`config.mk`:
```
export PLATFORM = sky130hd
export DESIGN_NAME = lowpass_fractional_resampler_core
export DESIGN_NICKNAME = d
export VERILOG_FILES = /design/src/hdl/lfr_pkg.sv /design/src/hdl/lowpass_fractional_resampler_core.sv /design/src/hdl/lfr_sequencer.sv /design/src/hdl/lfr_datapath.sv
export SDC_FILE = /design/constraint.sdc
export NUM_CORES = 2
export LEC_CHECK = 0
export BUFFER_PORTS_ARGS = -buffer_cell sky130_fd_sc_hd__buf_2
export CORE_MARGIN = 3
export CORE_UTILIZATION = 64
export CTS_CLUSTER_SIZE = 40
export DETAILED_ROUTE_END_ITERATION = 10
export GPL_TIMING_DRIVEN = 0
export PLACE_DENSITY = 0.79
export SLEW_MARGIN = 40
export SYNTH_ARGS = -nofsm -noshare
export SYNTH_HDL_FRONTEND = slang
export SYNTH_HIERARCHICAL = 1
export SYNTH_SLANG_ARGS = --single-unit
```
`constraint.sdc`:
```
create_clock -name clk -period 10.6 [get_ports clk]
set_input_delay 2.12 -clock clk [delete_from_list [all_inputs] [get_ports clk]]
set_output_delay 2.12 -clock clk [all_outputs]
set_load 0.01 [all_outputs]
```
`src/hdl/lfr_pkg.sv`:
```
// Shared types, constants and the microprogram of the lowpass fractional resampler.
// Used by lfr_sequencer, lfr_datapath and lowpass_fractional_resampler_core.
// Depends on nothing else.
`default_nettype none

package lfr_pkg;

  localparam int PHASE_RES_BITS_DEF = 30;
  localparam int CFG_DATA_W         = 32;
  localparam int CFG_INDEX_W        = 2;
  localparam int STEP_W             = 4;

  localparam logic [16:0] ALPHA_ONE   = 17'h10000;
  localparam logic [31:0] INC_RESET   = 32'h4000_0000;

  // Register indexes on the configuration port.
  localparam logic [CFG_INDEX_W-1:0] REG_ALPHA  = 2'd0;
  localparam logic [CFG_INDEX_W-1:0] REG_INC    = 2'd1;
  localparam logic [CFG_INDEX_W-1:0] REG_STEREO = 2'd2;

  typedef logic [STEP_W-1:0] step_t;

  // Microprogram addresses.
  localparam step_t S_WAIT   = 4'd0;
  localparam step_t S_FILT_L = 4'd1;
  localparam step_t S_FILT_R = 4'd2;
  localparam step_t S_WB_R   = 4'd3;
  localparam step_t S_TEST   = 4'd4;
  localparam step_t S_DIV0   = 4'd5;
  localparam step_t S_DIVN   = 4'd6;
  localparam step_t S_INT_L  = 4'd7;
  localparam step_t S_INT_R  = 4'd8;
  localparam step_t S_WB_OR  = 4'd9;
  localparam step_t S_EMIT   = 4'd10;
  localparam step_t S_LOOP   = 4'd11;
  localparam step_t S_COMMIT = 4'd12;

  typedef enum logic [2:0] {
    C_NEXT,
    C_ALWAYS,
    C_IN_IDLE,
    C_OUT_BUSY,
    C_PHASE_LE,
    C_CNT_NZ
  } cond_t;

  typedef enum logic [2:0] {
    MUL_NONE,
    MUL_FILT_L,
    MUL_FILT_R,
    MUL_INT_L,
    MUL_INT_R
  } mul_op_t;

  typedef enum logic [2:0] {
    WB_NONE,
    WB_CUR_L,
    WB_CUR_R,
    WB_RES_L,
    WB_RES_R
  } wb_dst_t;

  typedef struct packed {
    cond_t   cond;
    step_t   target;
    mul_op_t mul_op;
    wb_dst_t wb_dst;
    logic    take;
    logic    test;
    logic    div_first;
    logic    div_step;
    logic    emit;
    logic    commit;
  } ctrl_word_t;

  typedef struct packed {
    logic in_idle;
    logic out_busy;
    logic phase_le;
    logic cnt_nz;
  } status_t;

  typedef struct packed {
    logic [16:0] alpha;
    logic [31:0] inc;
    logic        stereo;
  } cfg_t;

  // Control store: one word per microprogram step.
  function automatic ctrl_word_t prog_rom(input step_t step);
    ctrl_word_t cw;
    cw = '{cond: C_NEXT, target: S_WAIT, mul_op: MUL_NONE, wb_dst: WB_NONE,
           take: 1'b0, test: 1'b0, div_first: 1'b0, div_step: 1'b0,
           emit: 1'b0, commit: 1'b0};
    unique case (step)
      S_WAIT: begin
        cw.take   = 1'b1;
        cw.cond   = C_IN_IDLE;
        cw.target = S_WAIT;
      end
      S_FILT_L: cw.mul_op = MUL_FILT_L;
      S_FILT_R: begin
        cw.wb_dst = WB_CUR_L;
        cw.mul_op = MUL_FILT_R;
      end
      S_WB_R:   cw.wb_dst = WB_CUR_R;
      S_TEST: begin
        cw.test   = 1'b1;
        cw.cond   = C_PHASE_LE;
        cw.target = S_COMMIT;
      end
      S_DIV0:   cw.div_first = 1'b1;
      S_DIVN: begin
        cw.div_step = 1'b1;
        cw.cond     = C_CNT_NZ;
        cw.target   = S_DIVN;
      end
      S_INT_L:  cw.mul_op = MUL_INT_L;
      S_INT_R: begin
        cw.wb_dst = WB_RES_L;
        cw.mul_op = MUL_INT_R;
      end
      S_WB_OR:  cw.wb_dst = WB_RES_R;
      S_EMIT: begin
        cw.emit   = 1'b1;
        cw.cond   = C_OUT_BUSY;
        cw.target = S_EMIT;
      end
      S_LOOP: begin
        cw.cond   = C_ALWAYS;
        cw.target = S_TEST;
      end
      S_COMMIT: begin
        cw.commit = 1'b1;
        cw.cond   = C_ALWAYS;
        cw.target = S_WAIT;
      end
      default: begin
        cw.cond   = C_ALWAYS;
        cw.target = S_WAIT;
      end
    endcase
    return cw;
  endfunction

endpackage

`default_nettype wire

```
`src/hdl/lowpass_fractional_resampler_core.sv`:
```
// Top level of the lowpass fractional resampler: configuration registers,
// microprogram sequencer and datapath. Depends on lfr_pkg, lfr_sequencer, lfr_datapath.
//
// Input words (left_in, right_in) arrive on a valid/ready channel; each passes
// through a one-pole lowpass and advances the phase accumulator, producing zero,
// one or two interpolated output words (left_out, right_out, last_of_run) on a
// valid/ready output channel. last_of_run marks the final word caused by an input.
// Timing is set by the microprogram and its shared 17-step restoring divider.
// The block takes one input word at a time; in_ready is high only while the sequencer
// waits at its first step. A single output register holds a finished word, so the
// sequencer carries on with the next word's filtering and division while the receiver
// stalls; it waits only when it must load a new word into the still occupied output
// register. Configuration writes (cfg_write, cfg_index, cfg_data) take effect at once
// and the user must make them while the block is idle, as the block does not enforce it.
// Reset clears the phase and the stored samples and loads alpha = 1.0, increment = 2^30
// and stereo mode.
`default_nettype none

module lowpass_fractional_resampler_core
  import lfr_pkg::*;
#(
  parameter int PHASE_RES_BITS = PHASE_RES_BITS_DEF
) (
  input  wire logic                   clk,
  input  wire logic                   rst,
  input  wire logic                   in_valid,
  output logic                        in_ready,
  input  wire logic signed [15:0]     left_in,
  input  wire logic signed [15:0]     right_in,
  output logic                        out_valid,
  input  wire logic                   out_ready,
  output logic signed [15:0]          left_out,
  output logic signed [15:0]          right_out,
  output logic                        last_of_run,
  input  wire logic                   cfg_write,
  input  wire logic [CFG_INDEX_W-1:0] cfg_index,
  input  wire logic [CFG_DATA_W-1:0]  cfg_data
);

  cfg_t       cfg;
  ctrl_word_t cw;
  status_t    status;

  always_ff @(posedge clk) begin
    if (rst) begin
      cfg.alpha  <= ALPHA_ONE;
      cfg.inc    <= INC_RESET;
      cfg.stereo <= 1'b1;
    end else if (cfg_write) begin
      case (cfg_index)
        REG_ALPHA:  cfg.alpha  <= cfg_data[16:0];
        REG_INC:    cfg.inc    <= cfg_data[31:0];
        REG_STEREO: cfg.stereo <= cfg_data[0];
        default: ;
      endcase
    end
  end

  assign in_ready = cw.take;

  lfr_sequencer u_seq (
    .clk    (clk),
    .rst    (rst),
    .status (status),
    .cw     (cw)
  );

  lfr_datapath #(
    .PHASE_RES_BITS (PHASE_RES_BITS)
  ) u_dp (
    .clk         (clk),
    .rst         (rst),
    .cw          (cw),
    .cfg         (cfg),
    .in_valid    (in_valid),
    .left_in     (left_in),
    .right_in    (right_in),
    .out_valid   (out_valid),
    .out_ready   (out_ready),
    .left_out    (left_out),
    .right_out   (right_out),
    .last_of_run (last_of_run),
    .status      (status)
  );

endmodule

`default_nettype wire

```
`src/hdl/lfr_sequencer.sv`:
```
// Microprogram sequencer: step counter, control store lookup and conditional jumps.
// Depends on lfr_pkg.
`default_nettype none

module lfr_sequencer
  import lfr_pkg::*;
(
  input  wire logic       clk,
  input  wire logic       rst,
  input  wire status_t    status,
  output ctrl_word_t      cw
);

  step_t step;
  step_t step_next;
  logic  jump;

  assign cw = prog_rom(step);

  always_comb begin
    unique case (cw.cond)
      C_NEXT:     jump = 1'b0;
      C_ALWAYS:   jump = 1'b1;
      C_IN_IDLE:  jump = status.in_idle;
      C_OUT_BUSY: jump = status.out_busy;
      C_PHASE_LE: jump = status.phase_le;
      C_CNT_NZ:   jump = status.cnt_nz;
      default:    jump = 1'b1;
    endcase
    step_next = jump ? cw.target : step_t'(step + 1'b1);
  end

  always_ff @(posedge clk) begin
    if (rst) begin
      step <= S_WAIT;
    end else begin
      step <= step_next;
    end
  end

endmodule

`default_nettype wire

```
`src/hdl/lfr_datapath.sv`:
```
// Datapath of the resampler: filter and interpolation multiplier, restoring divider,
// phase accumulator, sample state and the output register. Driven by lfr_sequencer.
// Depends on lfr_pkg.
`default_nettype none

module lfr_datapath
  import lfr_pkg::*;
#(
  parameter int PHASE_RES_BITS = PHASE_RES_BITS_DEF
) (
  input  wire logic               clk,
  input  wire logic               rst,
  input  wire ctrl_word_t         cw,
  input  wire cfg_t               cfg,
  input  wire logic               in_valid,
  input  wire logic signed [15:0] left_in,
  input  wire logic signed [15:0] right_in,
  output logic                    out_valid,
  input  wire logic               out_ready,
  output logic signed [15:0]      left_out,
  output logic signed [15:0]      right_out,
  output logic                    last_of_run,
  output status_t                 status
);

  localparam int PW = PHASE_RES_BITS + 2;
  localparam logic [PW-1:0] Thresh   = PW'(1) << PHASE_RES_BITS;
  localparam logic [PW-1:0] MaxInc   = PW'(1) << (PHASE_RES_BITS + 1);
  localparam logic [31:0]   MaxInc32 = 32'(1) << (PHASE_RES_BITS + 1);

  // Configuration after saturation.
  logic [16:0]   alpha_sat;
  logic [PW-1:0] inc_sat;

  // Sample and phase state.
  logic signed [15:0] x_l, x_r;
  logic signed [15:0] prev_l, prev_r;
  logic signed [15:0] cur_l, cur_r;
  logic signed [15:0] res_l, res_r;
  logic [PW-1:0]      phase_accum;
  logic [PW-1:0]      phase;
  logic               phase_gt;

  // Divider.
  logic [PW-1:0] rem;
  logic [PW-1:0] rem_dbl;
  logic [16:0]   quot;
  logic [3:0]    cnt;
  logic          bit0, bitn;
  logic [16:0]   weight_sat;

  // Multiplier.
  logic signed [15:0] mul_a, mul_b;
  logic [16:0]        mul_w;
  logic signed [16:0] diff;
  logic signed [17:0] wgt;
  logic signed [34:0] prod;
  logic signed [34:0] prod_q;
  logic signed [15:0] base_q;
  logic signed [18:0] blend_sum;
  logic signed [15:0] blend_res;

  logic accept;
  logic out_busy;
  logic out_load;

  always_comb begin
    alpha_sat = (cfg.alpha > ALPHA_ONE) ? ALPHA_ONE : cfg.alpha;
    if (cfg.inc == 32'd0) begin
      inc_sat = PW'(1);
    end else if (cfg.inc > MaxInc32) begin
      inc_sat = MaxInc;
    end else begin
      inc_sat = PW'(cfg.inc);
    end
  end

  assign accept   = cw.take && in_valid;
  assign phase_gt = phase > Thresh;
  assign out_busy = out_valid && !out_ready;
  assign out_load = cw.emit && !out_busy;

  assign status.in_idle  = !in_valid;
  assign status.out_busy = out_busy;
  assign status.phase_le = !phase_gt;
  assign status.cnt_nz   = cnt != 4'd0;

  // The remainder stays below the increment, so the doubled value cannot overflow.
  assign rem_dbl    = {rem[PW-2:0], 1'b0};
  assign bit0       = rem >= inc_sat;
  assign bitn       = rem_dbl >= inc_sat;
  assign weight_sat = (quot > ALPHA_ONE) ? ALPHA_ONE : quot;

  always_comb begin
    mul_a = x_l;
    mul_b = prev_l;
    mul_w = alpha_sat;
    case (cw.mul_op)
      MUL_FILT_R: begin
        mul_a = x_r;
        mul_b = prev_r;
      end
      MUL_INT_L: begin
        mul_a = prev_l;
        mul_b = cur_l;
        mul_w = weight_sat;
      end
      MUL_INT_R: begin
        mul_a = prev_r;
        mul_b = cur_r;
        mul_w = weight_sat;
      end
      default: ;
    endcase
  end

  // a*w + b*(1-w) is computed as b + (a-b)*w, floored by the arithmetic shift.
  assign diff      = $signed({mul_a[15], mul_a}) - $signed({mul_b[15], mul_b});
  assign wgt       = $signed({1'b0, mul_w});
  assign prod      = diff * wgt;
  assign blend_sum = $signed({{3{base_q[15]}}, base_q}) + $signed(prod_q[34:16]);
  assign blend_res = blend_sum[15:0];

  always_ff @(posedge clk) begin
    prod_q <= prod;
    base_q <= mul_b;

    if (accept) begin
      x_l   <= left_in;
      x_r   <= right_in;
      phase <= phase_accum + inc_sat;
    end

    case (cw.wb_dst)
      WB_CUR_L: cur_l <= blend_res;
      WB_CUR_R: cur_r <= blend_res;
      WB_RES_L: res_l <= blend_res;
      WB_RES_R: res_r <= cfg.stereo ? blend_res : 16'sd0;
      default: ;
    endcase

    if (cw.test && phase_gt) begin
      phase <= phase - Thresh;
      rem   <= phase - Thresh;
    end

    if (cw.div_first) begin
      rem  <= bit0 ? rem - inc_sat : rem;
      quot <= {16'd0, bit0};
      cnt  <= 4'd15;
    end else if (cw.div_step) begin
      rem  <= bitn ? rem_dbl - inc_sat : rem_dbl;
      quot <= {quot[15:0], bitn};
      cnt  <= cnt - 4'd1;
    end

    if (out_load) begin
      left_out    <= res_l;
      right_out   <= res_r;
      last_of_run <= !phase_gt;
    end
  end

  always_ff @(posedge clk) begin
    if (rst) begin
      out_valid   <= 1'b0;
      phase_accum <= '0;
      prev_l      <= 16'sd0;
      prev_r      <= 16'sd0;
    end else begin
      if (out_load) begin
        out_valid <= 1'b1;
      end else if (out_ready) begin
        out_valid <= 1'b0;
      end
      if (cw.commit) begin
        phase_accum <= phase;
        prev_l      <= cur_l;
        if (cfg.stereo) begin
          prev_r <= cur_r;
        end
      end
    end
  end

endmodule

`default_nettype wire

```
==> results.txt <==
----------------------------------------------------
[Run status]
  Status ... completed

[Worst setup path]
  Reg2reg setup slack ... approximately 0.26 ns
  R2R Path End ... u_dp/prod_q[23]$_DFF_P_
  Crit. End Element ... flip-flop
  Startpoint Class ... flip-flop
  Startpoint of the lowest-slack register-to-register path ... u_seq/step[0]$_SDFF_PP0_
  Classification of the worst setup path ... flip-flop to flip-flop
  Worst-path maximum fanout ... 10
  Path depth of the worst reg2reg path ... 39
  Worst path most repeated cell ... sky130_fd_sc_hd__fa_1
  Largest stage delay, worst path ... 0.54 ns
  Cell with the biggest individual delay on the critical path ... sky130_fd_sc_hd__fa_1
  WP data arrival ... 10.81 ns
  CP Data Required Time ... 11.07 ns

[Global routing]
  Largest net degree at the start of global routing ... 33
  Number of global-route vias before repair ... around 25000
  Wire length of the first global-routing pass ... 134000 um
  Gr usage total ... between 30% and 40%
  Overall overflow remaining after global route ... 0
  Initial antenna violation count ... 4

[Detailed routing]
  1st-iter DRT viols ... about 2400
  Vias after detailed routing ... roughly 25000
  Routed length per instance ... about 22 um
  Post-route ant nets ... 0
  Total wire length after detailed routing ... 87000 um
  Post-route DRC ... 0
  Length of the first detailed-routing pass in iterations ... 8
  Vias per inst ... 6.19

[Timing]
  Final TNS setup ... 0 ns
  Max Fclk ... between 0.09 and 0.1 GHz
  Number of max-slew violations in the final report ... 0
  Final setup violation count ... 0
  Minimum clock period after layout ... a little over 10 ns
  Final Hold Vio Count ... 0
  Worst slew margin relative to its limit ... 38.8%
  Clock Skews ... 0.0750 ns
  Tcrit/Tclk final ... around 98%
  Smallest hold slack ... 0.416 ns
  Worst-Margin Slew ... between 0.9 and 1 ns

[Power and ir drop]
  Power after layout ... roughly 8.7 mW
  Static leakage ... between 10 and 15 nW
  Power per cell area ... about 260 nW/um^2
  Worst IR drop on VDD ... about 0.38 mV

[Die]
  Area of the core ... between 40000 and 50000 sq um
  Die H ... roughly 220 um
  Initial core utilization ... between 60% and 70%
  Row Count ... a little under 80
  Die X-Extent ... between 200 and 250 um
  Top-level port count ... 106
  DIE AREA ... 49400 sq um

[Yosys]
  Area of the mapped netlist ... ~30000 sq um
  Number of instances in the synthesized netlist ... around 3100
  Post-synthesis average cell area ... 9.52 sq um
  Synth Net Count ... 3686
  Synthesis warning total ... 6

[Cells and area]
  Multi-input combinational cell area ... about 19000 sq um
  Filler cells ... between 3000 and 4000
  Most frequent standard cell in the layout excluding fill and tap cells ... sky130_fd_sc_hd__inv_1
  Area growth from synthesis to layout ... 11.3%
  Final net count ... between 3000 and 4000
  Fraction of final layout cells sized beyond drive strength 1 ... approximately a tenth
  Commonest cells after routing, fill and taps aside ... sky130_fd_sc_hd__inv_1, sky130_fd_sc_hd__nor2_1, sky130_fd_sc_hd__nand2_1
  Area taken by flip-flops and latches ... approximately 9200 sq um

[Min path]
  Worst hold path stage count ... 0
  Startpoint of the lowest-slack hold path ... u_dp/res_r[6]$_SDFFCE_PN0N_
  Worst hold path endpoint ... u_dp/right_out[6]$_DFFE_PP_
  Worst Hold Class ... flip-flop to flip-flop

[Clocking]
  Max H-tree Level ... 2
  Clock latency of the later-clocked register in the worst-skew pair ... between 0.6 and 0.7 ns
  Clk sinks ... approximately 370
  Clk slew on worst S/H paths ... ~0.070 ns
  Number of buffers inserted during clock tree synthesis ... 40
  Maximum buffer depth of the clock tree ... 3
  Clock tree from TritonCTS ... built
  Library cell used as clock root buffer ... sky130_fd_sc_hd__clkbuf_16

[Placed design]
  Final estimated routing congestion in global placement ... 1.03
  DP HPWL ... ~69000 um
  Port-buffer cells ... ~110

[Run]
  Number of max-cap violations ... 0

----------------------------------------------------
==> registers in the layout, indices dropped and copies added (netlist names), 16 cells and up <==
register	cells
u_dp/prev_r	16
u_dp/base_q	16
u_dp/x_l	16
u_dp/x_r	16
u_dp/cur_r	16
u_dp/res_l	16
u_dp/quot	17
u_dp/prod_q	16
u_dp/left_out	16
cfg	50
u_dp/phase	32
u_dp/right_out	16
u_dp/phase_accum	32
u_dp/cur_l	16
u_dp/res_r	16
u_dp/prev_l	16
u_dp/rem	32
==> per-layer routing <==
metal	GRT usage, %	vias to the layer above	part of all wire (%)
met4	16.4	2	5.4
met3	5.54	269	8.9
met5	0	-	0.020
li1	-	11083	-
met1	44.9	12025	39
met2	57.1	1143	47
==> critical path: cells and delay by family, from the launching register on <==
kind	cells	cell delay, ns
buf+inv	7	1.00
mux	1	0.23
fa+ha+maj	10	4.25
simple gates	6	1.09
xor+xnor	1	0.17
flops	1	0.40
compound gates	14	3.03
==> area by class of cell <==
| cell class | count | share of cell area [%] |
|---|---|---|
| flip-flops and latches | 365 | 27.8 |
| inverters | 377 | 4.25 |
| repair buffers | 138 | 2.40 |
| diodes | 1 | 0.00751 |
| multi-input cells | 2292 | 57.5 |
| plain buffers | 112 | 1.66 |
| clock inverters | 26 | 0.871 |
| well taps | 600 | 2.25 |
| clock buffers | 48 | 3.28 |
==> per-stage QoR <==
stage / setup slack (ns) / util, % / cell area [sq um] / instances
after floorplan: 1.06 / - / 29900 / 3147
after global placement: -1.27 / 68.2 / 31200 / 3852
after detailed placement: -1.37 / 68.9 / 31500 / 3868
after CTS: 0.00940 / 72.3 / 33100 / 3948
after global routing: -0.189 / 72.8 / 33300 / 3959
final: 0.261 / 72.8 / 33300 / 3959
==> repair_timing <==
item                       4_1_cts  5_1_grt
setup buffers                    7        8
pin swaps                        5       13
setup endpoints to repair       15       14
resized for setup               37       50
hold buffers                     0        0
==> worst max-delay path by stage <==
| stage | endpoint | start | slack [ns] | depth (start not counted) |
|---|---|---|---|---|
| global placement | u_dp/prod_q[31]$_DFF_P_ | u_seq/step[2]$_SDFF_PP0_ | -1.27 | 40 |
| detailed placement | u_dp/prod_q[31]$_DFF_P_ | u_seq/step[2]$_SDFF_PP0_ | -1.37 | 39 |
| finish | u_dp/prod_q[23]$_DFF_P_ | u_seq/step[0]$_SDFF_PP0_ | 0.26 | 39 |
| global route | u_dp/prod_q[23]$_DFF_P_ | u_seq/step[0]$_SDFF_PP0_ | -0.19 | 39 |
| floorplan | u_dp/prod_q[23]$_DFF_P_ | u_seq/step[2]$_SDFF_PP0_ | 1.06 | 40 |
| CTS | u_dp/prod_q[23]$_DFF_P_ | u_seq/step[0]$_SDFF_PP0_ | 0.009 | 42 |
==> power breakdown <==
| group | switching [mW] | internal [mW] | leakage, nW | total [mW] |
|---|---|---|---|---|
| sequential | 0.132 | 1.79 | 3.18 | 1.92 |
| clock | 0.628 | 0.808 | 0.674 | 1.44 |
| combinational | 3.21 | 2.09 | 10.8 | 5.30 |
No activity file was read; power rests on OpenSTA's default activity.
